[src/jsld_pkg.sv]
// ---------------------------------------------------------------------------
// jsld_pkg: shared types and constants for the JSON string list decoder
// Result kinds, parser phases, the result entry and the token bytes.
// ---------------------------------------------------------------------------
package jsld_pkg;

	// Kind of one result beat
	typedef enum logic [1:0] {
		KIND_BYTE = 2'd0,
		KIND_EOS  = 2'd1,
		KIND_DONE = 2'd2,
		KIND_ERR  = 2'd3
	} kind_t;

	// Parser phase
	typedef enum logic [2:0] {
		PH_OPEN         = 3'd0,
		PH_AFTER_OPEN   = 3'd1,
		PH_STRING       = 3'd2,
		PH_AFTER_STRING = 3'd3,
		PH_AFTER_COMMA  = 3'd4,
		PH_ERROR        = 3'd5
	} phase_t;

	// One queued result
	typedef struct packed {
		kind_t      kind;
		logic [7:0] data;
		logic       last;
	} result_t;

	localparam logic [7:0] CH_LBRACKET  = 8'h5B;
	localparam logic [7:0] CH_RBRACKET  = 8'h5D;
	localparam logic [7:0] CH_COMMA     = 8'h2C;
	localparam logic [7:0] CH_SPACE     = 8'h20;
	localparam logic [7:0] CH_BACKSLASH = 8'h5C;
	localparam logic [7:0] CH_QUOTE     = 8'h22;

	localparam logic [7:0] CH_LOWER_B = 8'h62;
	localparam logic [7:0] CH_LOWER_F = 8'h66;
	localparam logic [7:0] CH_LOWER_N = 8'h6E;
	localparam logic [7:0] CH_LOWER_R = 8'h72;
	localparam logic [7:0] CH_LOWER_T = 8'h74;

	localparam logic [7:0] CH_BS = 8'h08;
	localparam logic [7:0] CH_FF = 8'h0C;
	localparam logic [7:0] CH_LF = 8'h0A;
	localparam logic [7:0] CH_CR = 8'h0D;
	localparam logic [7:0] CH_HT = 8'h09;

endpackage

[src/json_string_list_decoder.sv]
// ---------------------------------------------------------------------------
// json_string_list_decoder: byte-serial parser for a JSON array of strings
// Takes the text one byte per beat and emits unescaped string content,
// end-of-string marks, a list-complete mark and a one-shot error.
// ---------------------------------------------------------------------------
// Usage: feed the text on the s_axis side, one byte per beat, with tlast on
// the final byte. Each input beat is decoded in the cycle it is accepted: the
// parser phase and escape flag update at once and the zero, one or two result
// beats it causes are written into a four-entry result queue, which drains on
// the m_axis side one beat per cycle while m_axis_tready is high (kind on tuser,
// content byte on tdata, tlast on the last result of an input beat). The input
// side is ready while the queue holds at most two entries, so an input beat that
// yields at most one result goes through at one beat per cycle while m_axis is
// not stalled; one that yields two (an unknown escape) needs two output beats.
// Results are registered in the queue. Malformed text gives one error beat;
// later bytes are dropped until tlast, after which the parser expects a new '['.
// ---------------------------------------------------------------------------
module json_string_list_decoder
	import jsld_pkg::*;
(
	input  logic       clk,
	input  logic       arst_n,

	input  logic       s_axis_tvalid,
	output logic       s_axis_tready,
	input  logic [7:0] s_axis_tdata,  // [7:0] in_byte
	input  logic       s_axis_tlast,  // in_end

	output logic       m_axis_tvalid,
	input  logic       m_axis_tready,
	output logic [7:0] m_axis_tdata,  // [7:0] out_byte
	output logic [1:0] m_axis_tuser,  // [1:0] kind
	output logic       m_axis_tlast   // out_last
);

	// parser state
	phase_t phase_q;
	logic   esc_q;

	// result queue
	result_t    queue_q [4];
	logic [1:0] wr_ptr_q;
	logic [1:0] rd_ptr_q;
	logic [2:0] count_q;

	// decode outputs
	phase_t     phase_d;
	logic       esc_d;
	logic [1:0] n_res;
	kind_t      kind0, kind1;
	logic [7:0] data0, data1;

	logic in_beat;
	logic out_beat;
	logic [7:0] b;
	logic       fin;

	assign b        = s_axis_tdata;
	assign fin      = s_axis_tlast;
	assign in_beat  = s_axis_tvalid && s_axis_tready;
	assign out_beat = m_axis_tvalid && m_axis_tready;

	// room for the worst case of two results
	assign s_axis_tready = (count_q <= 3'd2);

	// Byte decode: next phase and the results this byte causes
	always_comb begin
		phase_d = phase_q;
		esc_d   = esc_q;
		n_res   = 2'd0;
		kind0   = KIND_ERR;
		kind1   = KIND_BYTE;
		data0   = 8'h00;
		data1   = 8'h00;
		unique case (phase_q)
			PH_OPEN: begin
				if (b == CH_LBRACKET && !fin) begin
					phase_d = PH_AFTER_OPEN;
				end else begin
					n_res   = 2'd1;
					kind0   = KIND_ERR;
					phase_d = PH_ERROR;
				end
			end
			PH_AFTER_OPEN, PH_AFTER_STRING: begin
				if (fin) begin
					n_res = 2'd1;
					if (b == CH_RBRACKET) begin
						kind0 = KIND_DONE;
					end else begin
						kind0   = KIND_ERR;
						phase_d = PH_ERROR;
					end
				end else if (b == CH_SPACE) begin
					phase_d = phase_q;
				end else if (phase_q == PH_AFTER_OPEN && b == CH_QUOTE) begin
					phase_d = PH_STRING;
					esc_d   = 1'b0;
				end else if (phase_q == PH_AFTER_STRING && b == CH_COMMA) begin
					phase_d = PH_AFTER_COMMA;
				end else begin
					n_res   = 2'd1;
					kind0   = KIND_ERR;
					phase_d = PH_ERROR;
				end
			end
			PH_AFTER_COMMA: begin
				if (!fin && b == CH_SPACE) begin
					phase_d = phase_q;
				end else if (!fin && b == CH_QUOTE) begin
					phase_d = PH_STRING;
					esc_d   = 1'b0;
				end else begin
					n_res   = 2'd1;
					kind0   = KIND_ERR;
					phase_d = PH_ERROR;
				end
			end
			PH_STRING: begin
				if (fin) begin
					n_res   = 2'd1;
					kind0   = KIND_ERR;
					phase_d = PH_ERROR;
				end else if (esc_q) begin
					esc_d = 1'b0;
					n_res = 2'd1;
					kind0 = KIND_BYTE;
					case (b)
						CH_QUOTE:     data0 = CH_QUOTE;
						CH_BACKSLASH: data0 = CH_BACKSLASH;
						CH_LOWER_B:   data0 = CH_BS;
						CH_LOWER_F:   data0 = CH_FF;
						CH_LOWER_N:   data0 = CH_LF;
						CH_LOWER_R:   data0 = CH_CR;
						CH_LOWER_T:   data0 = CH_HT;
						default: begin
							// unknown escape keeps the backslash
							n_res = 2'd2;
							data0 = CH_BACKSLASH;
							kind1 = KIND_BYTE;
							data1 = b;
						end
					endcase
				end else if (b == CH_BACKSLASH) begin
					esc_d = 1'b1;
				end else if (b == CH_QUOTE) begin
					n_res   = 2'd1;
					kind0   = KIND_EOS;
					phase_d = PH_AFTER_STRING;
				end else begin
					n_res = 2'd1;
					kind0 = KIND_BYTE;
					data0 = b;
				end
			end
			default: begin
				// error phase: drop bytes until the final one
				phase_d = phase_q;
			end
		endcase
		if (fin) begin
			phase_d = PH_OPEN;
			esc_d   = 1'b0;
		end
	end

	// parser state registers
	always_ff @(posedge clk or negedge arst_n) begin
		if (!arst_n) begin
			phase_q <= PH_OPEN;
			esc_q   <= 1'b0;
		end else if (in_beat) begin
			phase_q <= phase_d;
			esc_q   <= esc_d;
		end
	end

	// queue storage
	always_ff @(posedge clk) begin
		if (in_beat && n_res != 2'd0) begin
			queue_q[wr_ptr_q] <= '{kind: kind0, data: data0, last: (n_res == 2'd1)};
		end
		if (in_beat && n_res == 2'd2) begin
			queue_q[wr_ptr_q + 2'd1] <= '{kind: kind1, data: data1, last: 1'b1};
		end
	end

	// queue pointers and fill count
	always_ff @(posedge clk or negedge arst_n) begin
		if (!arst_n) begin
			wr_ptr_q <= '0;
			rd_ptr_q <= '0;
			count_q  <= '0;
		end else begin
			if (in_beat) begin
				wr_ptr_q <= wr_ptr_q + n_res;
			end
			if (out_beat) begin
				rd_ptr_q <= rd_ptr_q + 2'd1;
			end
			count_q <= count_q + (in_beat ? {1'b0, n_res} : 3'd0)
				- {2'b00, out_beat};
		end
	end

	assign m_axis_tvalid = (count_q != 3'd0);
	assign m_axis_tuser  = queue_q[rd_ptr_q].kind;
	assign m_axis_tdata  = queue_q[rd_ptr_q].data;
	assign m_axis_tlast  = queue_q[rd_ptr_q].last;

endmodule
[config.mk]
export PLATFORM = sky130hd
export DESIGN_NAME = json_string_list_decoder
export DESIGN_NICKNAME = d
export VERILOG_FILES = /design/src/jsld_pkg.sv /design/src/json_string_list_decoder.sv
export SDC_FILE = /design/constraint.sdc
export NUM_CORES = 1
export LEC_CHECK = 0
export BUFFER_PORTS_ARGS = -buffer_cell sky130_fd_sc_hd__buf_2
export CELL_PAD_IN_SITES_DETAIL_PLACEMENT = 1
export CELL_PAD_IN_SITES_GLOBAL_PLACEMENT = 1
export CORE_ASPECT_RATIO = 1.5
export CORE_MARGIN = 8
export CORE_UTILIZATION = 48
export DETAILED_ROUTE_END_ITERATION = 16
export HOLD_SLACK_MARGIN = 0.06
export PLACE_DENSITY = 0.87
export SKIP_LAST_GASP = 1
export SLEW_MARGIN = 20
export SYNTH_ARGS = -nofsm -noshare
export SYNTH_HDL_FRONTEND = slang
export SYNTH_SLANG_ARGS = --single-unit
[constraint.sdc]
create_clock -name clk -period 3.9 [get_ports clk]
set_input_delay 0.39 -clock clk [delete_from_list [all_inputs] [get_ports clk]]
set_output_delay 0.39 -clock clk [all_outputs]
set_load 0.005 [all_outputs]
# ---- Word-level counts from Yosys, hierarchy flattened
# Memories as Yosys holds them, arrays and structs flattened.
# Index checks and enable logic that the tools add are counted.
dict set report word_totals {
  ff_bits 11
  mem_bits_rw 44
  in_bits 13
  out_inout_bits 13
  wordCells 108
  memories 1
}
dict set report classes {
  addsub 5
  magnitude_cmp 1
  eq_ne 24
  muxes 53
  reduce_logical 19
}
# memory words width read_ports rd_clocked_by_memory_dff write_ports line_no
set mem_list {}
lappend mem_list {queue_q 4 11 1 0 2 json_string_list_decoder.sv:41} ;# result_t queue_q [4];
# cell count
set op_table {}
lappend op_table {{2-to-1 mux 8 bit} 9}
lappend op_table {{equality test 8 x 7 -> 1 bit (second input constant)} 8}
lappend op_table {{one-hot mux 7 bit (6 select lines)} 1}
lappend op_table {{2-to-1 mux 3 bit} 9}
lappend op_table {{equality test 8 x 6 -> 1 bit (second input constant)} 3}
lappend op_table {{2-to-1 mux 1 bit} 22}
lappend op_table {{inequality test 3 bit (second input constant)} 7}
lappend op_table {{2-to-1 mux 2 bit} 8}
lappend op_table {{one-hot mux 3 bit (4 select lines)} 1}
lappend op_table {{logical AND 1 bit} 9}
lappend op_table {{one-hot mux 2 bit (4 select lines)} 1}
lappend op_table {{AND reduction 7 bit} 1}
lappend op_table {{OR reduction 7 bit} 1}
lappend op_table {{equality test 3 x 2 -> 1 bit (second input constant)} 2}
lappend op_table {{AND reduction 6 bit} 1}
lappend op_table {{nonzero test 5 bit} 1}
lappend op_table {{adder 2 x 1 -> 2 bit (second input constant)} 2}
lappend op_table {{one-hot mux 2 bit (2 select lines)} 1}
lappend op_table {{nonzero test 4 bit} 1}
lappend op_table {{adder 3 x 2 -> 3 bit} 1}
lappend op_table {{equality test 3 x 1 -> 1 bit (second input constant)} 1}
lappend op_table {{equality test 3 bit (second input constant)} 1}
lappend op_table {{<= comparator 3 x 2 -> 1 bit (second input constant)} 1}
lappend op_table {{logical NOT 3 bit} 1}
lappend op_table {{other kinds (9)} 9}

# ---- Logic depth before layout (Yosys ltp)
dict set report depth {
  depth_word 11
  depth_mapped 17
}

# ---- Worst setup path after synthesis
# Ideal clock, no wire load.
dict set report synth_path {
  path_kind {input -> register}
  start {input port s_axis_tdata[2]}
  end {register count_q[2]}
  t_arrival_ps 2997
  t_required_ps 3777
  slack_ps 781
  stages 16
  n_path_buf 3
  cell_sequence {buf_2 > or4_1 > and3_1 > a221oi_2 > o211ai_1 > a31o_1 > buf_6 > buf_8 > nand2_1 > ha_1 > inv_1 > ha_1 > inv_1 > fa_1 > xor2_1 > xnor2_1}
}
dict set report synth_between {
  elab_chain_len 10
  elab_cells_between_ends 31
  classes_between {2 x add/sub; 10 x eq/ne; 13 x mux; 6 x reduce/logical}
}
# element line_no
set synth_lines {}
lappend synth_lines {{start: declaration} json_string_list_decoder.sv:26} ;# input logic [7:0] s_axis_tdata,
lappend synth_lines {{equality test 8 x 6 -> 1 bit} json_string_list_decoder.sv:99} ;# end else if (phase_q == PH_AFTER_STRING && b == CH_COMMA) begin
lappend synth_lines {{logical AND 1 bit} json_string_list_decoder.sv:99}
lappend synth_lines {{2-to-1 mux 1 bit} json_string_list_decoder.sv:99}
lappend synth_lines {{2-to-1 mux 1 bit} json_string_list_decoder.sv:96} ;# end else if (phase_q == PH_AFTER_OPEN && b == CH_QUOTE) begin
lappend synth_lines {{2-to-1 mux 1 bit} json_string_list_decoder.sv:94} ;# end else if (b == CH_SPACE) begin
lappend synth_lines {{2-to-1 mux 1 bit} json_string_list_decoder.sv:86} ;# if (fin) begin
lappend synth_lines {{one-hot mux 2 bit (4 select lines) *} json_string_list_decoder.sv:75} ;# unique case (phase_q)
lappend synth_lines {{2-to-1 mux 2 bit *} json_string_list_decoder.sv:201} ;# count_q <= count_q + (in_beat ? {1'b0, n_res} : 3'd0)
lappend synth_lines {{adder 3 x 2 -> 3 bit *} json_string_list_decoder.sv:201}
lappend synth_lines {{subtractor 3 x 1 -> 3 bit *} json_string_list_decoder.sv:202} ;# - {2'b00, out_beat};
lappend synth_lines {{end signal: assignment} json_string_list_decoder.sv:201}
lappend synth_lines {{end: declaration} json_string_list_decoder.sv:44} ;# logic [2:0] count_q;
# Mark *: on every way between the ends. The rest lies on a longest branch, timed or not.
# A chain may end at the register's enable or synchronous reset.

# ---- Worst setup path after layout
dict set report layout_path {
  start {register phase_q[1]}
  end {register count_q[2]}
}
dict set report layout_between {
  elab_chain_len 10
  elab_cells_between_ends 16
  classes_between {2 x add/sub; 4 x eq/ne; 6 x mux; 4 x reduce/logical}
}
# element line_no
set layout_lines {}
lappend layout_lines {{start: declaration} json_string_list_decoder.sv:37} ;# phase_t phase_q;
lappend layout_lines {{start signal: assignment} json_string_list_decoder.sv:173} ;# phase_q <= phase_d;
lappend layout_lines {{equality test 3 x 2 -> 1 bit} {json_string_list_decoder.sv:75, json_string_list_decoder.sv:99}}
lappend layout_lines {{logical AND 1 bit} json_string_list_decoder.sv:99}
lappend layout_lines {{2-to-1 mux 1 bit} json_string_list_decoder.sv:99}
lappend layout_lines {{2-to-1 mux 1 bit} json_string_list_decoder.sv:96}
lappend layout_lines {{2-to-1 mux 1 bit} json_string_list_decoder.sv:94}
lappend layout_lines {{2-to-1 mux 1 bit} json_string_list_decoder.sv:86}
lappend layout_lines {{one-hot mux 2 bit (4 select lines) *} json_string_list_decoder.sv:75}
lappend layout_lines {{2-to-1 mux 2 bit *} json_string_list_decoder.sv:201}
lappend layout_lines {{adder 3 x 2 -> 3 bit *} json_string_list_decoder.sv:201}
lappend layout_lines {{subtractor 3 x 1 -> 3 bit *} json_string_list_decoder.sv:202}
# Marked as above.

==> metrics.cfg <==
[critical_path]
cp-end-kind=flip-flop
cpLargestDelayFamily=adder cells
worstSetupPathType=reg -> reg
path_max_fanout=13
startpoint_type=flip-flop
slowest_stage=dfrtp_1
path_buf_inv=2
slowest_delay_ns=0.52
critPathRequiredTime_ns=4.11
worst_ep_arrival_time_ns=3.16
crit_chain=or4_1, and3_1, a221oi_2, o211ai_1, a31o_1, nand2_1, ha_1, inv_1, ha_1, inv_1, fa_1, xor2_1, xnor2_1

[outcome]
outcome=completed

[clock_network]
cts_tree=done
clockBufferDepth=2
cts_buffers=5
insertion_delay_ns=0.32
root_buffer=clkbuf_8
htreeDepth=2
post_cts_resized=0
path_clk_slew_ns=0.10
cts_sinks=55

[die]
pin_count=26
die_w_um=84.6
start_util_pct=49.4
rows=37
die_height_um=119
core_area_um2=6850
die_area_um2=10100

[synth]
async_flop_share_pct=20.0
synth_ff_type=edfxtp_1
synth_largest_area_cell=edfxtp_1
netlist_area_um2=3390
synth_top_area_share_pct=28.4
ys_seq_elements=55
synth.avg_cell_area_um2=10.8
netlist_instances=313
synth_cell_type_count=65
synthTopCellsByArea=edfxtp_1, dfrtp_1, mux4_2, dfxtp_1, a22o_1
synth-edff-count=32
ys_seq_area_share_pct=43.6
synth_fp_nets=331
yosysWarnings=0

[route]
drt_iter0_markers=159
via_count=2645
wl_per_cell_um=22.4
drt_wl_total_um=8980
drc=0
vias_per_cell=6.60
ant_nets=0
dr.pass1.iters=4

[global_routing]
grt_overflow=0
grt_pass1_vias=2880
antenna_found_initial=0
grt_pass1_wl_um=14800
grtUsageMet3_pct=3.44
track_usage_pct=18.3
grt_max_degree=18
busiest_layer=met2
grt_use_met1_pct=19.9
grtUsageMet2_pct=33.5

[finish]
syn_to_final_growth_pct=5.32
final_layout_size_suffix_gt1_share_pct=21.7
fin_nets=340
diodes=0

[timing]
slew_viol_final=0
post-route-period-util_pct=75.5
slew_headroom_pct=49.2
final.setup.tns_ns=0
finalSetupViolations=0
fin_skew_ns=0.00327
max_freq_mhz=340
min_period_ns=2.94
rsz0062_at_grt=false
worst_pin_slew_ns=0.762
hold_viol_final=0

[flow_run]
cap_viol_max_count=0

[pwr]
p_leak_nw=1.25
total_power_mw=2.10
p_per_area_nw_per_um2=589
vdd_drop_max_v=0.000269

[place]
dp_hpwl_um=6600
port_buffers=25
finalWeightedCongestion=0.899

[worst_hold_path]
hp-class=in -> reg

-- state kept, by name, summed over array words and instances (netlist names) --
name / count
queue_q: 44
count_q: 3
rd_ptr_q: 2
esc_q: 1
wr_ptr_q: 2
phase_q: 3
-- cell type report --
cell class | count | area [um2]
Clock buffer | 5 | 68.8
Clock inverter | 3 | 20.0
Fill cell | 766 | 3280
Inverter | 8 | 30.0
Multi-Input combinational cell | 222 | 1710
Sequential cell | 55 | 1480
Tap cell | 78 | 97.6
Timing Repair Buffer | 30 | 165
-- final timing paths --
check                              start     endpoint  slack (ns)  cells past startpoint
max in group asynchronous         arst_n   phase_q[0]        3.21                      2
hold reg to reg               count_q[2]   count_q[2]        0.51                      1
min in group asynchronous         arst_n   count_q[2]        0.47                      2
hold / removal             m_axis_tready  rd_ptr_q[0]        0.45                      3
setup / recovery              phase_q[1]   count_q[2]        0.96                     13
setup reg to reg              phase_q[1]   count_q[2]        0.96                     13
-- tightest hold or removal path, stage by stage --
cell and delay (ns):
buf_2 0.07, and2_1 0.19, xor2_1 0.08
-- cell usage after synthesis (3+ instances only) --
cell type and number:
or3_1 4, and3_1 5, a32o_1 3, nand4_1 3
a221o_1 4, and2_1 6, nor2_1 20, buf_4 8
a21oi_1 8, xnor2_1 4, nor3_2 4, nand2_1 25
dfxtp_1 12, xor2_1 3, mux2_2 4, buf_2 6
o21ai_0 18, clkbuf_1 7, o311a_1 5, inv_1 8
edfxtp_1 32, a22o_1 24, nor2b_1 4, ha_1 4
dfrtp_1 11, nor3_1 9, mux4_2 11, nand3_1 7
o311a_2 3
-- layout by cell type (no fill, tap or decap), types with 3 or more instances in the layout --
| cell type | netlist | final |
|---|---|---|
| o311a_2 | 3 | 3 |
| nor3_2 | 4 | 4 |
| a21oi_1 | 8 | 8 |
| o311a_1 | 5 | 5 |
| xnor2_1 | 4 | 4 |
| o21ai_0 | 18 | 18 |
| a221o_1 | 4 | 4 |
| buf_4 | 8 | 4 |
| inv_1 | 8 | 8 |
| nor3_1 | 9 | 9 |
| edfxtp_1 | 32 | 32 |
| and3_1 | 5 | 5 |
| dfxtp_1 | 12 | 12 |
| nand2_1 | 25 | 25 |
| ha_1 | 4 | 4 |
| mux2_2 | 4 | 4 |
| mux4_2 | 11 | 11 |
| nor2_1 | 20 | 20 |
| nor2b_1 | 4 | 4 |
| a32o_1 | 3 | 3 |
| buf_2 | 6 | 25 |
| xor2_1 | 3 | 3 |
| dfrtp_1 | 11 | 11 |
| and2_1 | 6 | 6 |
| a22o_1 | 24 | 24 |
| nand3_1 | 7 | 7 |
| nand4_1 | 3 | 3 |
| or3_1 | 4 | 4 |
| clkbuf_8 | 0 | 5 |
-- routing by layer --
metal | vias to the layer above | wire length (um) | part of all wire, %
met3 | 16 | 339 | 3.8
li1 | 1227 | - | -
met2 | 66 | 4870 | 54
met4 | 0 | 166 | 1.8
met5 | - | 0 | 0
met1 | 1336 | 3610 | 40
-- per-stage QoR --
stage | hold slack, ns | instances | worst slack [ns] | cell area [um2] | utilization (%)
after global placement | 0.285 | 392 | 0.768 | 3470 | 50.6
after global routing | 0.463 | 401 | 0.758 | 3570 | 52.1
after CTS | 0.457 | 401 | 0.922 | 3570 | 52.1
after detailed placement | 0.286 | 392 | 0.685 | 3470 | 50.6
after floorplan | 0.0944 | 313 | 0.781 | 3390 | -
final | 0.452 | 401 | 0.956 | 3570 | 52.1
-- report_power, final --
group	leakage (nW)	switching [mW]	total, mW	internal [mW]
Clock	0.0402	0.193	0.318	0.125
Combinational	0.692	0.387	0.820	0.432
Sequential	0.519	0.196	0.964	0.767
Total	1.25	0.777	2.10	1.32
-- cells by family (layout without fill, tap and decap cells) --
logic type	after synthesis	after routing	share of synthesized area [%]
buf+inv	36	46	5.95
compound gates	89	89	20.5
flops	55	55	43.6
fa+ha+maj	5	5	2.07
mux	17	17	9.24
simple gates	104	104	16.8
xor+xnor	7	7	1.81
-- timing repair --
item	in CTS	in global routing
setup buffers	0	0
hold buffers	1	0
endpoints found under the hold margin	11	0
setup endpoints to repair	0	0
No activity file was read; power rests on OpenSTA's default activity.
